`src/sv/lldc_pkg.sv`:
```
// lldc_pkg: shared widths, codes and item types of the least-loaded capped dispatcher
`default_nettype none
package lldc_pkg;

    // sizes
    localparam int MAX_WORKERS = 256;
    localparam int WORKER_W    = 8;
    localparam int WCOUNT_W    = 9;
    localparam int LOAD_W      = 10;
    localparam int DONE_W      = 9;
    localparam int COUNT_W     = 32;
    localparam int CFG_DATA_W  = 10;
    localparam int CFG_IDX_W   = 1;

    // operation codes
    localparam logic [1:0] OP_DISPATCH = 2'd0;
    localparam logic [1:0] OP_COMPLETE = 2'd1;
    localparam logic [1:0] OP_START    = 2'd2;
    localparam logic [1:0] OP_LOST     = 2'd3;

    // status codes
    localparam logic [1:0] ST_OK       = 2'd0;
    localparam logic [1:0] ST_BUSY     = 2'd1;
    localparam logic [1:0] ST_CLAMPED  = 2'd2;
    localparam logic [1:0] ST_NOT_LIVE = 2'd3;

    // configuration register indexes
    localparam logic [CFG_IDX_W-1:0] CFG_WORKER_COUNT = 1'd0;
    localparam logic [CFG_IDX_W-1:0] CFG_SLOT_LIMIT   = 1'd1;

    // input item
    typedef struct packed {
        logic [1:0]          op;
        logic [WORKER_W-1:0] worker_id;
        logic [DONE_W-1:0]   done_count;
    } in_item_t;

    // result item
    typedef struct packed {
        logic                granted;
        logic [WORKER_W-1:0] chosen_worker;
        logic [1:0]          status;
        logic [LOAD_W-1:0]   worker_load;
        logic                accept_open;
        logic [WCOUNT_W-1:0] live_workers;
        logic [COUNT_W-1:0]  total_dispatched;
        logic [COUNT_W-1:0]  total_rejected;
    } out_item_t;

    // one worker entry of the state memory
    typedef struct packed {
        logic                alive;
        logic [LOAD_W-1:0]   load;
    } entry_t;

endpackage
`default_nettype wire

```
`src/sv/lldc_load_ram.sv`:
```
// lldc_load_ram: per-worker live bit and in-flight count memory, one write and one registered read port
`default_nettype none
module lldc_load_ram (
    input  wire logic                              clk,
    input  wire logic                              we,
    input  wire logic [lldc_pkg::WORKER_W-1:0]     waddr,
    input  wire lldc_pkg::entry_t                  wdata,
    input  wire logic [lldc_pkg::WORKER_W-1:0]     raddr,
    output lldc_pkg::entry_t                       rdata
);

    lldc_pkg::entry_t mem [lldc_pkg::MAX_WORKERS];

    // write port
    always_ff @(posedge clk)
    begin
        if (we)
        begin
            mem[waddr] <= wdata;
        end
    end

    // registered read port
    always_ff @(posedge clk)
    begin
        rdata <= mem[raddr];
    end

endmodule
`default_nettype wire

```
`src/sv/least_loaded_capped_dispatcher.sv`:
```
// least_loaded_capped_dispatcher: top level, request sequencer around the worker memory
//
//   channel | direction | handshake                | payload
//   --------+-----------+--------------------------+-----------------------------
//   in      | input     | in_valid / in_stall      | in_data  (lldc_pkg::in_item_t)
//   out     | output    | out_valid / out_stall    | out_data (lldc_pkg::out_item_t)
//   cfg     | input     | cfg_we (no wait)         | cfg_index, cfg_data
//
// below, worker_count means the effective count (zero acts as 1, capped at 256)
// a dispatch does one memory read per worker entry to find the least loaded one,
// then the grant write and the result load
// other items do a read-modify-write of the addressed entry, then the same scan over
// the entries in use to rebuild the listener gate
// the result sits in an output register; the next item is taken while it waits
// reset starts a clearing pass over all 256 entries; in_stall is held until it ends
// writing worker_count starts a sweep that reads and clears the entries at and above
// it, one per cycle; in_stall is held until the sweep ends
`default_nettype none
module least_loaded_capped_dispatcher (
    input  wire logic                                  clk,
    input  wire logic                                  rst_n,
    input  wire logic                                  in_valid,
    output logic                                       in_stall,
    input  wire lldc_pkg::in_item_t                    in_data,
    output logic                                       out_valid,
    input  wire logic                                  out_stall,
    output lldc_pkg::out_item_t                        out_data,
    input  wire logic                                  cfg_we,
    input  wire logic [lldc_pkg::CFG_IDX_W-1:0]        cfg_index,
    input  wire logic [lldc_pkg::CFG_DATA_W-1:0]       cfg_data
);

    typedef enum logic [5:0] {
        S_IDLE   = 6'b000001,
        S_READ   = 6'b000010,
        S_MODIFY = 6'b000100,
        S_SCAN   = 6'b001000,
        S_GRANT  = 6'b010000,
        S_EMIT   = 6'b100000
    } state_t;

    localparam logic [lldc_pkg::WCOUNT_W-1:0] WC_MAX  = lldc_pkg::WCOUNT_W'(lldc_pkg::MAX_WORKERS);
    localparam logic [lldc_pkg::COUNT_W-1:0]  CNT_MAX = '1;

    state_t                             state_reg, state_next;
    logic [lldc_pkg::WCOUNT_W-1:0]      wc_reg;
    logic [lldc_pkg::LOAD_W-1:0]        sl_reg;
    logic [1:0]                         op_reg, op_next;
    logic [lldc_pkg::WORKER_W-1:0]      id_reg, id_next;
    logic [lldc_pkg::DONE_W-1:0]        done_reg, done_next;
    logic [lldc_pkg::WCOUNT_W-1:0]      live_reg, live_next;
    logic [lldc_pkg::COUNT_W-1:0]       disp_reg, disp_next;
    logic [lldc_pkg::COUNT_W-1:0]       rej_reg, rej_next;
    logic [lldc_pkg::WCOUNT_W-1:0]      sweep_idx_reg, sweep_idx_next;
    logic                               sweep_pv_reg, sweep_pv_next;
    logic [lldc_pkg::WORKER_W-1:0]      sweep_addr_reg, sweep_addr_next;
    logic [lldc_pkg::WCOUNT_W-1:0]      scan_idx_reg, scan_idx_next;
    logic                               pv_reg, pv_next;
    logic [lldc_pkg::WORKER_W-1:0]      pidx_reg, pidx_next;
    logic                               found_reg, found_next;
    logic [lldc_pkg::WORKER_W-1:0]      best_reg, best_next;
    logic [lldc_pkg::LOAD_W-1:0]        best_val_reg, best_val_next;
    logic [1:0]                         elig_cnt_reg, elig_cnt_next;
    logic                               granted_reg, granted_next;
    logic [lldc_pkg::WORKER_W-1:0]      chosen_reg, chosen_next;
    logic [1:0]                         status_reg, status_next;
    logic [lldc_pkg::LOAD_W-1:0]        load_reg, load_next;
    logic                               open_reg, open_next;
    logic                               out_valid_reg, out_valid_next;
    lldc_pkg::out_item_t                out_data_reg, out_data_next;

    logic                               mem_we;
    logic [lldc_pkg::WORKER_W-1:0]      mem_waddr;
    lldc_pkg::entry_t                   mem_wdata;
    logic [lldc_pkg::WORKER_W-1:0]      mem_raddr;
    lldc_pkg::entry_t                   mem_rdata;

    logic [lldc_pkg::WCOUNT_W-1:0]      nw;
    logic [lldc_pkg::LOAD_W-1:0]        slots;
    logic [lldc_pkg::WCOUNT_W-1:0]      cfg_w;
    logic                               accept;
    logic [lldc_pkg::LOAD_W-1:0]        cur_v;
    logic                               elig;
    logic                               id_ok;
    logic                               id_alive;
    logic [lldc_pkg::LOAD_W-1:0]        id_load;
    logic [lldc_pkg::LOAD_W-1:0]        done_ext;
    logic [lldc_pkg::LOAD_W-1:0]        grant_load;

    // effective configuration
    always_comb
    begin
        nw = wc_reg;
        if (wc_reg == '0)
        begin
            nw = lldc_pkg::WCOUNT_W'(1);
        end
        else if (wc_reg > WC_MAX)
        begin
            nw = WC_MAX;
        end
        slots = (sl_reg == '0) ? lldc_pkg::LOAD_W'(1) : sl_reg;
        cfg_w = cfg_data[lldc_pkg::WCOUNT_W-1:0];
        if (cfg_w == '0)
        begin
            cfg_w = lldc_pkg::WCOUNT_W'(1);
        end
        else if (cfg_w > WC_MAX)
        begin
            cfg_w = WC_MAX;
        end
    end

    // input handshake
    assign in_stall = !((state_reg == S_IDLE) && sweep_idx_reg[lldc_pkg::WCOUNT_W-1]
                        && !sweep_pv_reg);
    assign accept   = in_valid && !in_stall;

    // scan data and addressed entry views, dead entries hold a zero count
    assign cur_v      = mem_rdata.load;
    assign elig       = mem_rdata.alive && (cur_v < slots);
    assign id_ok      = {1'b0, id_reg} < nw;
    assign id_alive   = mem_rdata.alive;
    assign id_load    = mem_rdata.load;
    assign done_ext   = {1'b0, done_reg};
    assign grant_load = best_val_reg + lldc_pkg::LOAD_W'(1);

    // sequencer
    always_comb
    begin
        state_next      = state_reg;
        op_next         = op_reg;
        id_next         = id_reg;
        done_next       = done_reg;
        live_next       = live_reg;
        disp_next       = disp_reg;
        rej_next        = rej_reg;
        sweep_idx_next  = sweep_idx_reg;
        sweep_pv_next   = 1'b0;
        sweep_addr_next = sweep_addr_reg;
        scan_idx_next   = scan_idx_reg;
        pv_next         = 1'b0;
        pidx_next       = pidx_reg;
        found_next      = found_reg;
        best_next       = best_reg;
        best_val_next   = best_val_reg;
        elig_cnt_next   = elig_cnt_reg;
        granted_next    = granted_reg;
        chosen_next     = chosen_reg;
        status_next     = status_reg;
        load_next       = load_reg;
        open_next       = open_reg;
        out_valid_next  = out_valid_reg;
        out_data_next   = out_data_reg;
        mem_we          = 1'b0;
        mem_waddr       = id_reg;
        mem_wdata       = '0;
        mem_raddr       = scan_idx_reg[lldc_pkg::WORKER_W-1:0];

        // clear entries after reset or above a written worker count: read, then write back zero
        if (!sweep_idx_reg[lldc_pkg::WCOUNT_W-1])
        begin
            mem_raddr       = sweep_idx_reg[lldc_pkg::WORKER_W-1:0];
            sweep_pv_next   = 1'b1;
            sweep_addr_next = sweep_idx_reg[lldc_pkg::WORKER_W-1:0];
            sweep_idx_next  = sweep_idx_reg + lldc_pkg::WCOUNT_W'(1);
        end
        if (sweep_pv_reg)
        begin
            mem_we    = 1'b1;
            mem_waddr = sweep_addr_reg;
            mem_wdata = '0;
            if (mem_rdata.alive && (live_reg != '0))
            begin
                live_next = live_reg - lldc_pkg::WCOUNT_W'(1);
            end
        end
        if (cfg_we && (cfg_index == lldc_pkg::CFG_WORKER_COUNT))
        begin
            sweep_idx_next = (cfg_w < sweep_idx_reg) ? cfg_w : sweep_idx_reg;
        end

        // output register drains
        if (out_valid_reg && !out_stall)
        begin
            out_valid_next = 1'b0;
        end

        case (state_reg)
            S_IDLE:
            begin
                if (accept)
                begin
                    op_next       = in_data.op;
                    id_next       = in_data.worker_id;
                    done_next     = in_data.done_count;
                    scan_idx_next = '0;
                    found_next    = 1'b0;
                    elig_cnt_next = '0;
                    state_next    = (in_data.op == lldc_pkg::OP_DISPATCH) ? S_SCAN : S_READ;
                end
            end

            S_READ:
            begin
                mem_raddr  = id_reg;
                state_next = S_MODIFY;
            end

            S_MODIFY:
            begin
                granted_next = 1'b0;
                chosen_next  = id_reg;
                status_next  = lldc_pkg::ST_OK;
                load_next    = '0;
                if (!id_ok)
                begin
                    status_next = lldc_pkg::ST_NOT_LIVE;
                end
                else
                begin
                    case (op_reg)
                        lldc_pkg::OP_COMPLETE:
                        begin
                            if (!id_alive)
                            begin
                                status_next = lldc_pkg::ST_NOT_LIVE;
                            end
                            else
                            begin
                                mem_we          = 1'b1;
                                mem_wdata.alive = 1'b1;
                                if (done_ext > id_load)
                                begin
                                    mem_wdata.load = '0;
                                    status_next    = lldc_pkg::ST_CLAMPED;
                                end
                                else
                                begin
                                    mem_wdata.load = id_load - done_ext;
                                end
                                load_next = mem_wdata.load;
                            end
                        end
                        lldc_pkg::OP_START:
                        begin
                            if (!id_alive)
                            begin
                                live_next       = live_reg + lldc_pkg::WCOUNT_W'(1);
                                mem_we          = 1'b1;
                                mem_wdata.alive = 1'b1;
                                mem_wdata.load  = '0;
                            end
                            load_next = id_load;
                        end
                        lldc_pkg::OP_LOST:
                        begin
                            if (!id_alive)
                            begin
                                status_next = lldc_pkg::ST_NOT_LIVE;
                            end
                            else
                            begin
                                // entry goes dead with its count cleared
                                mem_we    = 1'b1;
                                mem_wdata = '0;
                                if (live_reg != '0)
                                begin
                                    live_next = live_reg - lldc_pkg::WCOUNT_W'(1);
                                end
                            end
                        end
                        default:
                        begin
                            status_next = status_reg;
                        end
                    endcase
                end
                state_next = S_SCAN;
            end

            S_SCAN:
            begin
                // issue one read per entry in use
                if (scan_idx_reg < nw)
                begin
                    pv_next       = 1'b1;
                    pidx_next     = scan_idx_reg[lldc_pkg::WORKER_W-1:0];
                    scan_idx_next = scan_idx_reg + lldc_pkg::WCOUNT_W'(1);
                end
                // evaluate the entry read last cycle
                if (pv_reg && elig)
                begin
                    if (elig_cnt_reg != 2'd2)
                    begin
                        elig_cnt_next = elig_cnt_reg + 2'd1;
                    end
                    if (!found_reg || (cur_v < best_val_reg))
                    begin
                        found_next    = 1'b1;
                        best_next     = pidx_reg;
                        best_val_next = cur_v;
                    end
                end
                // scan finished once nothing was issued or is in flight
                if (!(scan_idx_reg < nw) && !pv_reg)
                begin
                    if (op_reg == lldc_pkg::OP_DISPATCH)
                    begin
                        state_next = S_GRANT;
                    end
                    else
                    begin
                        open_next  = (elig_cnt_reg != '0);
                        state_next = S_EMIT;
                    end
                end
            end

            S_GRANT:
            begin
                if (found_reg)
                begin
                    mem_we          = 1'b1;
                    mem_waddr       = best_reg;
                    mem_wdata.alive = 1'b1;
                    mem_wdata.load  = grant_load;
                    granted_next    = 1'b1;
                    chosen_next     = best_reg;
                    status_next     = lldc_pkg::ST_OK;
                    load_next       = grant_load;
                    open_next       = (elig_cnt_reg == 2'd2) || (grant_load < slots);
                    if (disp_reg != CNT_MAX)
                    begin
                        disp_next = disp_reg + lldc_pkg::COUNT_W'(1);
                    end
                end
                else
                begin
                    granted_next = 1'b0;
                    chosen_next  = '0;
                    status_next  = lldc_pkg::ST_BUSY;
                    load_next    = '0;
                    open_next    = 1'b0;
                    if (rej_reg != CNT_MAX)
                    begin
                        rej_next = rej_reg + lldc_pkg::COUNT_W'(1);
                    end
                end
                state_next = S_EMIT;
            end

            S_EMIT:
            begin
                if (!out_valid_reg || !out_stall)
                begin
                    out_valid_next                 = 1'b1;
                    out_data_next.granted          = granted_reg;
                    out_data_next.chosen_worker    = chosen_reg;
                    out_data_next.status           = status_reg;
                    out_data_next.worker_load      = load_reg;
                    out_data_next.accept_open      = open_reg;
                    out_data_next.live_workers     = live_reg;
                    out_data_next.total_dispatched = disp_reg;
                    out_data_next.total_rejected   = rej_reg;
                    state_next                     = S_IDLE;
                end
            end

            default:
            begin
                state_next = S_IDLE;
            end
        endcase
    end

    // control registers
    always_ff @(posedge clk or negedge rst_n)
    begin
        if (!rst_n)
        begin
            state_reg     <= S_IDLE;
            wc_reg        <= lldc_pkg::WCOUNT_W'(1);
            sl_reg        <= lldc_pkg::LOAD_W'(1);
            live_reg      <= '0;
            disp_reg      <= '0;
            rej_reg       <= '0;
            sweep_idx_reg <= '0;
            sweep_pv_reg  <= 1'b0;
            pv_reg        <= 1'b0;
            out_valid_reg <= 1'b0;
        end
        else
        begin
            state_reg     <= state_next;
            live_reg      <= live_next;
            disp_reg      <= disp_next;
            rej_reg       <= rej_next;
            sweep_idx_reg <= sweep_idx_next;
            sweep_pv_reg  <= sweep_pv_next;
            pv_reg        <= pv_next;
            out_valid_reg <= out_valid_next;
            if (cfg_we && (cfg_index == lldc_pkg::CFG_WORKER_COUNT))
            begin
                wc_reg <= cfg_data[lldc_pkg::WCOUNT_W-1:0];
            end
            if (cfg_we && (cfg_index == lldc_pkg::CFG_SLOT_LIMIT))
            begin
                sl_reg <= cfg_data[lldc_pkg::LOAD_W-1:0];
            end
        end
    end

    // payload and scan registers
    always_ff @(posedge clk)
    begin
        op_reg         <= op_next;
        id_reg         <= id_next;
        done_reg       <= done_next;
        sweep_addr_reg <= sweep_addr_next;
        scan_idx_reg   <= scan_idx_next;
        pidx_reg       <= pidx_next;
        found_reg      <= found_next;
        best_reg       <= best_next;
        best_val_reg   <= best_val_next;
        elig_cnt_reg   <= elig_cnt_next;
        granted_reg    <= granted_next;
        chosen_reg     <= chosen_next;
        status_reg     <= status_next;
        load_reg       <= load_next;
        open_reg       <= open_next;
        out_data_reg   <= out_data_next;
    end

    // worker memory: live bit and in-flight count
    lldc_load_ram u_load_ram (
        .clk   (clk),
        .we    (mem_we),
        .waddr (mem_waddr),
        .wdata (mem_wdata),
        .raddr (mem_raddr),
        .rdata (mem_rdata)
    );

    assign out_valid = out_valid_reg;
    assign out_data  = out_data_reg;

endmodule
`default_nettype wire

```
`config.mk`:
```
export PLATFORM = sky130hd
export DESIGN_NAME = least_loaded_capped_dispatcher
export DESIGN_NICKNAME = d
export VERILOG_FILES = /design/src/sv/lldc_pkg.sv /design/src/sv/lldc_load_ram.sv /design/src/sv/least_loaded_capped_dispatcher.sv
export SDC_FILE = /design/constraint.sdc
export NUM_CORES = 2
export LEC_CHECK = 0
export BUFFER_PORTS_ARGS = -buffer_cell sky130_fd_sc_hd__buf_2
export CAP_MARGIN = 20
export CORE_MARGIN = 2
export CORE_UTILIZATION = 40
export CTS_BUF_LIST = sky130_fd_sc_hd__clkbuf_16
export CTS_CLUSTER_SIZE = 28
export DETAILED_ROUTE_END_ITERATION = 10
export GPL_ROUTABILITY_DRIVEN = 0
export HOLD_SLACK_MARGIN = 0.05
export PLACE_DENSITY_LB_ADDON = 0.15
export SLEW_MARGIN = 20
export SYNTH_ARGS = -nofsm -noshare
export SYNTH_HDL_FRONTEND = slang
export SYNTH_SLANG_ARGS = --single-unit
```
`constraint.sdc`:
```
create_clock -name clk -period 44 [get_ports clk]
set_input_delay 4.4 -clock clk [delete_from_list [all_inputs] [get_ports clk]]
set_output_delay 4.4 -clock clk [all_outputs]
set_load 0.02 [all_outputs]
```
==> summary.txt <==
Synth
  – Mapped Nets: 8,117
  – FF+latch count, synth: ~3,100
  – Synth area leader: edfxtp_1
  – Synthesized area: 126,000 um2
  – Cells after Synth: 8,009
  – Post-synth top area share: 0.712
  – Mean post-synth cell area: 15.8 um2
  – Ys async rst share: 0.0353
  – Register area share after synthesis: 0.736
  – Yosys cell types: 92
  – EDFF count, synth: 2,998
  – Yosys Warn Count: 0
  – Main flop type after synthesis: edfxtp_1
  – Top post-synthesis cells by area: edfxtp_1, mux4_2, nand2_1

Global route
  – Largest net degree at the start of global routing: 201
  – Aggregate global routing overflow: 0
  – First-pass GRT wire length: 569,000 um
  – Initial antenna violation count: 22
  – Total global-route track usage: 0.249
  – Vias in the first global route: ~72,000

Clocking
  – Max clock buf depth: 4
  – Number of CTS-inserted buffers: 330
  – Root Driver: clkbuf_16
  – Post-CTS Resized: 0
  – CTS tree: yes
  – Clock Sinks: between 3,000 and 4,000
  – Worst skew pair latency: 0.92 ns
  – Post-CTS Setup Bufs: 0
  – Clk slew on worst S/H paths: 0.06 ns
  – Hold buffer count at CTS: 0
  – H-tree depth: 5

Drt
  – Pre-antenna DRT Iters: 5
  – Drt initial violations: 10,100
  – Vias per cell: just under 6
  – Routed Antenna Nets: 0
  – Final WL: approximately 400,000 um
  – Residual DRC: 0
  – Wirelength per Cell: roughly 32 um
  – Via count: 75,800

Die
  – # IOs: 132
  – Die Area: 320,000 um2
  – Rows: approximately 210
  – Core Footprint: roughly 310,000 um2
  – Chip width: 566 um
  – Starting Density: 0.402
  – Die Y: 566 um

Power
  – Switching share of power: 0.397
  – Reg power frac: 0.350
  – Internal Power: 5.81 mW
  – Sw power: 3.83 mW
  – Clock power frac: 0.287
  – Power per cell area: 66.9 nW/um2
  – Combinational Power Share: 0.363
  – P_leak: 45.0 nW
  – VDD IR max: 0.0000722 V

Timing
  – Hold_ws: 0.416 ns
  – Slew Viols, Final: 0
  – Clock Skew: between 0.05 and 0.06 ns
  – Achievable Freq: 0.127 GHz
  – RSZ-0062 raised after global routing: false
  – Period utilization: 0.179
  – Hold Fails Final Rpt: 0
  – Minimum clock period after layout: 7.87 ns
  – Setup violations, final: 0
  – Slew HR: 0.115
  – Least-Margin Pin Slew: 1.32 ns
  – Post-route setup TNS: 0 ns

Run
  – Max-Cap Viols: 0

Setup path
  – Reg2Reg Capture Point: u_load_ram.rdata[3]$_DFF_P_
  – Data arrival, critical path: between 8 and 9 ns
  – Kind of critical path: register to register
  – Critical Path RT: roughly 45 ns
  – Worst path slowest cell: nor4_1
  – R2r setup slk: 36.13 ns
  – Startpoint Class: register
  – Reg2reg path depth: 13
  – Crit path max fanout: 102
  – Setup crit end kind: register
  – Delay of the slowest critical-path stage: 1.15 ns
  – CP most frequent cell: buf_4
  – Ordered cell list for the critical path: or4_4, or3_1, nand2_8, buf_4, buf_12, buf_4, mux4_2, a22o_1, nand3_1, a31oi_1, a21boi_0, nor4_1, o2bb2ai_1
  – R2r startpoint: state_reg[3]$_DFFE_PN0P_

Cells and area
  – Largest register FFs: ~2,800
  – Area growth syn-to-layout: 14.0%
  – Design area: 144,000 um2
  – Nets@finish: 8,445
  – Layout cells sized above 1: 0.171
  – Post-Layout Cell Count: 12,800
  – Fillers: ~27,000
  – Fin util: 0.458

Min path
  – Hold path start: pidx_reg[6]$_DFFE_PP_
  – Hold Path Depth: 0
  – Hold EP: best_reg[6]$_DFFE_PP_
  – HP Class: register to register

Place
  – Post-DP HPWL: roughly 250,000 um
  – Port bufs: 131
  – Placement Cell Area: 133,000 um2
  – Dpl cells: 12,200

Status
  – Outcome: finished clean
[layout make-up]
| cell class | count | area, um2 | share of cell area |
|---|---|---|---|
| Tap cell | 4160 | 5200 | 0.0361 |
| Timing Repair Buffer | 462 | 3440 | 0.0239 |
| Inverter | 67 | 251 | 0.00175 |
| Clock inverter | 260 | 2230 | 0.0155 |
| Sequential cell | 3119 | 93000 | 0.645 |
| Clock buffer | 335 | 8380 | 0.0582 |
| Antenna cell | 9 | 22.5 | 0.000156 |
| Multi-Input combinational cell | 4357 | 31500 | 0.219 |
[through the flow]
step	power, mW	worst slack, ns
2_1_floorplan	5.36	29.62
3_3_place_gp	6.85	36.15
3_5_place_dp	6.87	36.14
4_1_cts	9.62	36.13
5_1_grt	9.91	35.83
6_report	9.64	36.13
[routing by layer]
layer | global-route usage | routed length (um) | share of wire | vias up
met1 | 0.349 | 170000 | 0.42 | 39600
met5 | 0 | 66 | 0.00016 | -
met4 | 0.0941 | 15800 | 0.039 | 10
met2 | 0.385 | 187000 | 0.46 | 3721
met3 | 0.0475 | 36200 | 0.089 | 616
li1 | - | - | - | 31900
[cell usage in the layout (no fill, tap or decap), types with 50 or more instances in the layout]
| master | count |
|---|---|
| mux4_2 | 282 |
| inv_1 | 144 |
| nor2_2 | 51 |
| buf_2 | 130 |
| a31oi_1 | 82 |
| nor2b_1 | 50 |
| nor3_2 | 80 |
| o21ai_0 | 158 |
| a21oi_1 | 163 |
| edfxtp_1 | 2998 |
| nor2_1 | 172 |
| dfrtp_1 | 107 |
| a221o_1 | 60 |
| a221oi_1 | 76 |
| nand3_1 | 577 |
| nand2_1 | 1298 |
| clkinv_1 | 66 |
| ha_1 | 72 |
| clkbuf_16 | 335 |
| nor3_1 | 115 |
| mux2i_1 | 339 |
| buf_4 | 306 |
| xnor2_1 | 69 |
[synth_stat cells, drive strengths merged, types with 11 or more instances]
library cell / instances
o211ai: 22
ha: 72
a221o: 60
a21o: 21
xnor2: 69
a211oi: 23
a32o: 11
nor4: 26
o221ai: 24
mux4: 293
o31ai: 11
nand2: 1304
mux2i: 339
dfxtp: 11
o21ai: 181
nor3: 221
xor2: 23
or3: 14
a22oi: 19
a221oi: 93
inv: 65
buf: 286
dfrtp: 107
edfxtp: 2998
nor2b: 50
o22ai: 45
nand4: 49
nand3: 581
a21oi: 166
a21boi: 27
a31oi: 87
mux2: 26
a32oi: 30
nor2: 229
and3: 48
clkbuf: 180
and2: 22
a41oi: 19
o21a: 18
nand2b: 16
[worst max-delay path: cells and delay by family (launching register included)]
kind / cells / cell delay (ns)
simple gates: 5 / 3.29
mux: 1 / 0.60
buf+inv: 3 / 2.08
compound gates: 4 / 0.86
flops: 1 / 0.48
[power by group through the flow]
stage	clock network [mW]	registers, mW	logic [mW]
CTS	2.81	3.37	3.44
detailed placement	0	3.43	3.43
global route	2.92	3.38	3.62
global placement	0	3.43	3.42
floorplan	0	3.40	1.96
finish	2.77	3.37	3.50
[worst max-delay path by stage]
stage | start | cells after the start | end | slack (ns)
floorplan | u_load_ram.rdata[0]$_DFF_P_ | 14 | u_load_ram.mem[0][1]$_DFFE_PP_ | 29.62
global placement | state_reg[3]$_DFFE_PN0P_ | 15 | u_load_ram.rdata[9]$_DFF_P_ | 36.15
detailed placement | state_reg[2]$_DFFE_PN0P_ | 15 | u_load_ram.rdata[9]$_DFF_P_ | 36.14
CTS | state_reg[3]$_DFFE_PN0P_ | 15 | u_load_ram.rdata[9]$_DFF_P_ | 36.13
global route | state_reg[3]$_DFFE_PN0P_ | 15 | u_load_ram.rdata[9]$_DFF_P_ | 35.83
finish | state_reg[3]$_DFFE_PN0P_ | 13 | u_load_ram.rdata[3]$_DFF_P_ | 36.13
[logic make-up after synthesis]
| family | after synthesis | share of synthesized area |
|---|---|---|
| AND/OR/NAND/NOR | 2595 | 0.0910 |
| multiplexers | 658 | 0.0817 |
| buffers and inverters | 533 | 0.0251 |
| adder cells (fa/ha/maj) | 73 | 0.00729 |
| XOR/XNOR | 92 | 0.00638 |
| flip-flops | 3119 | 0.736 |
| AO/OA/AOI/OAI | 939 | 0.0526 |
No activity file was read; power rests on OpenSTA's default activity.
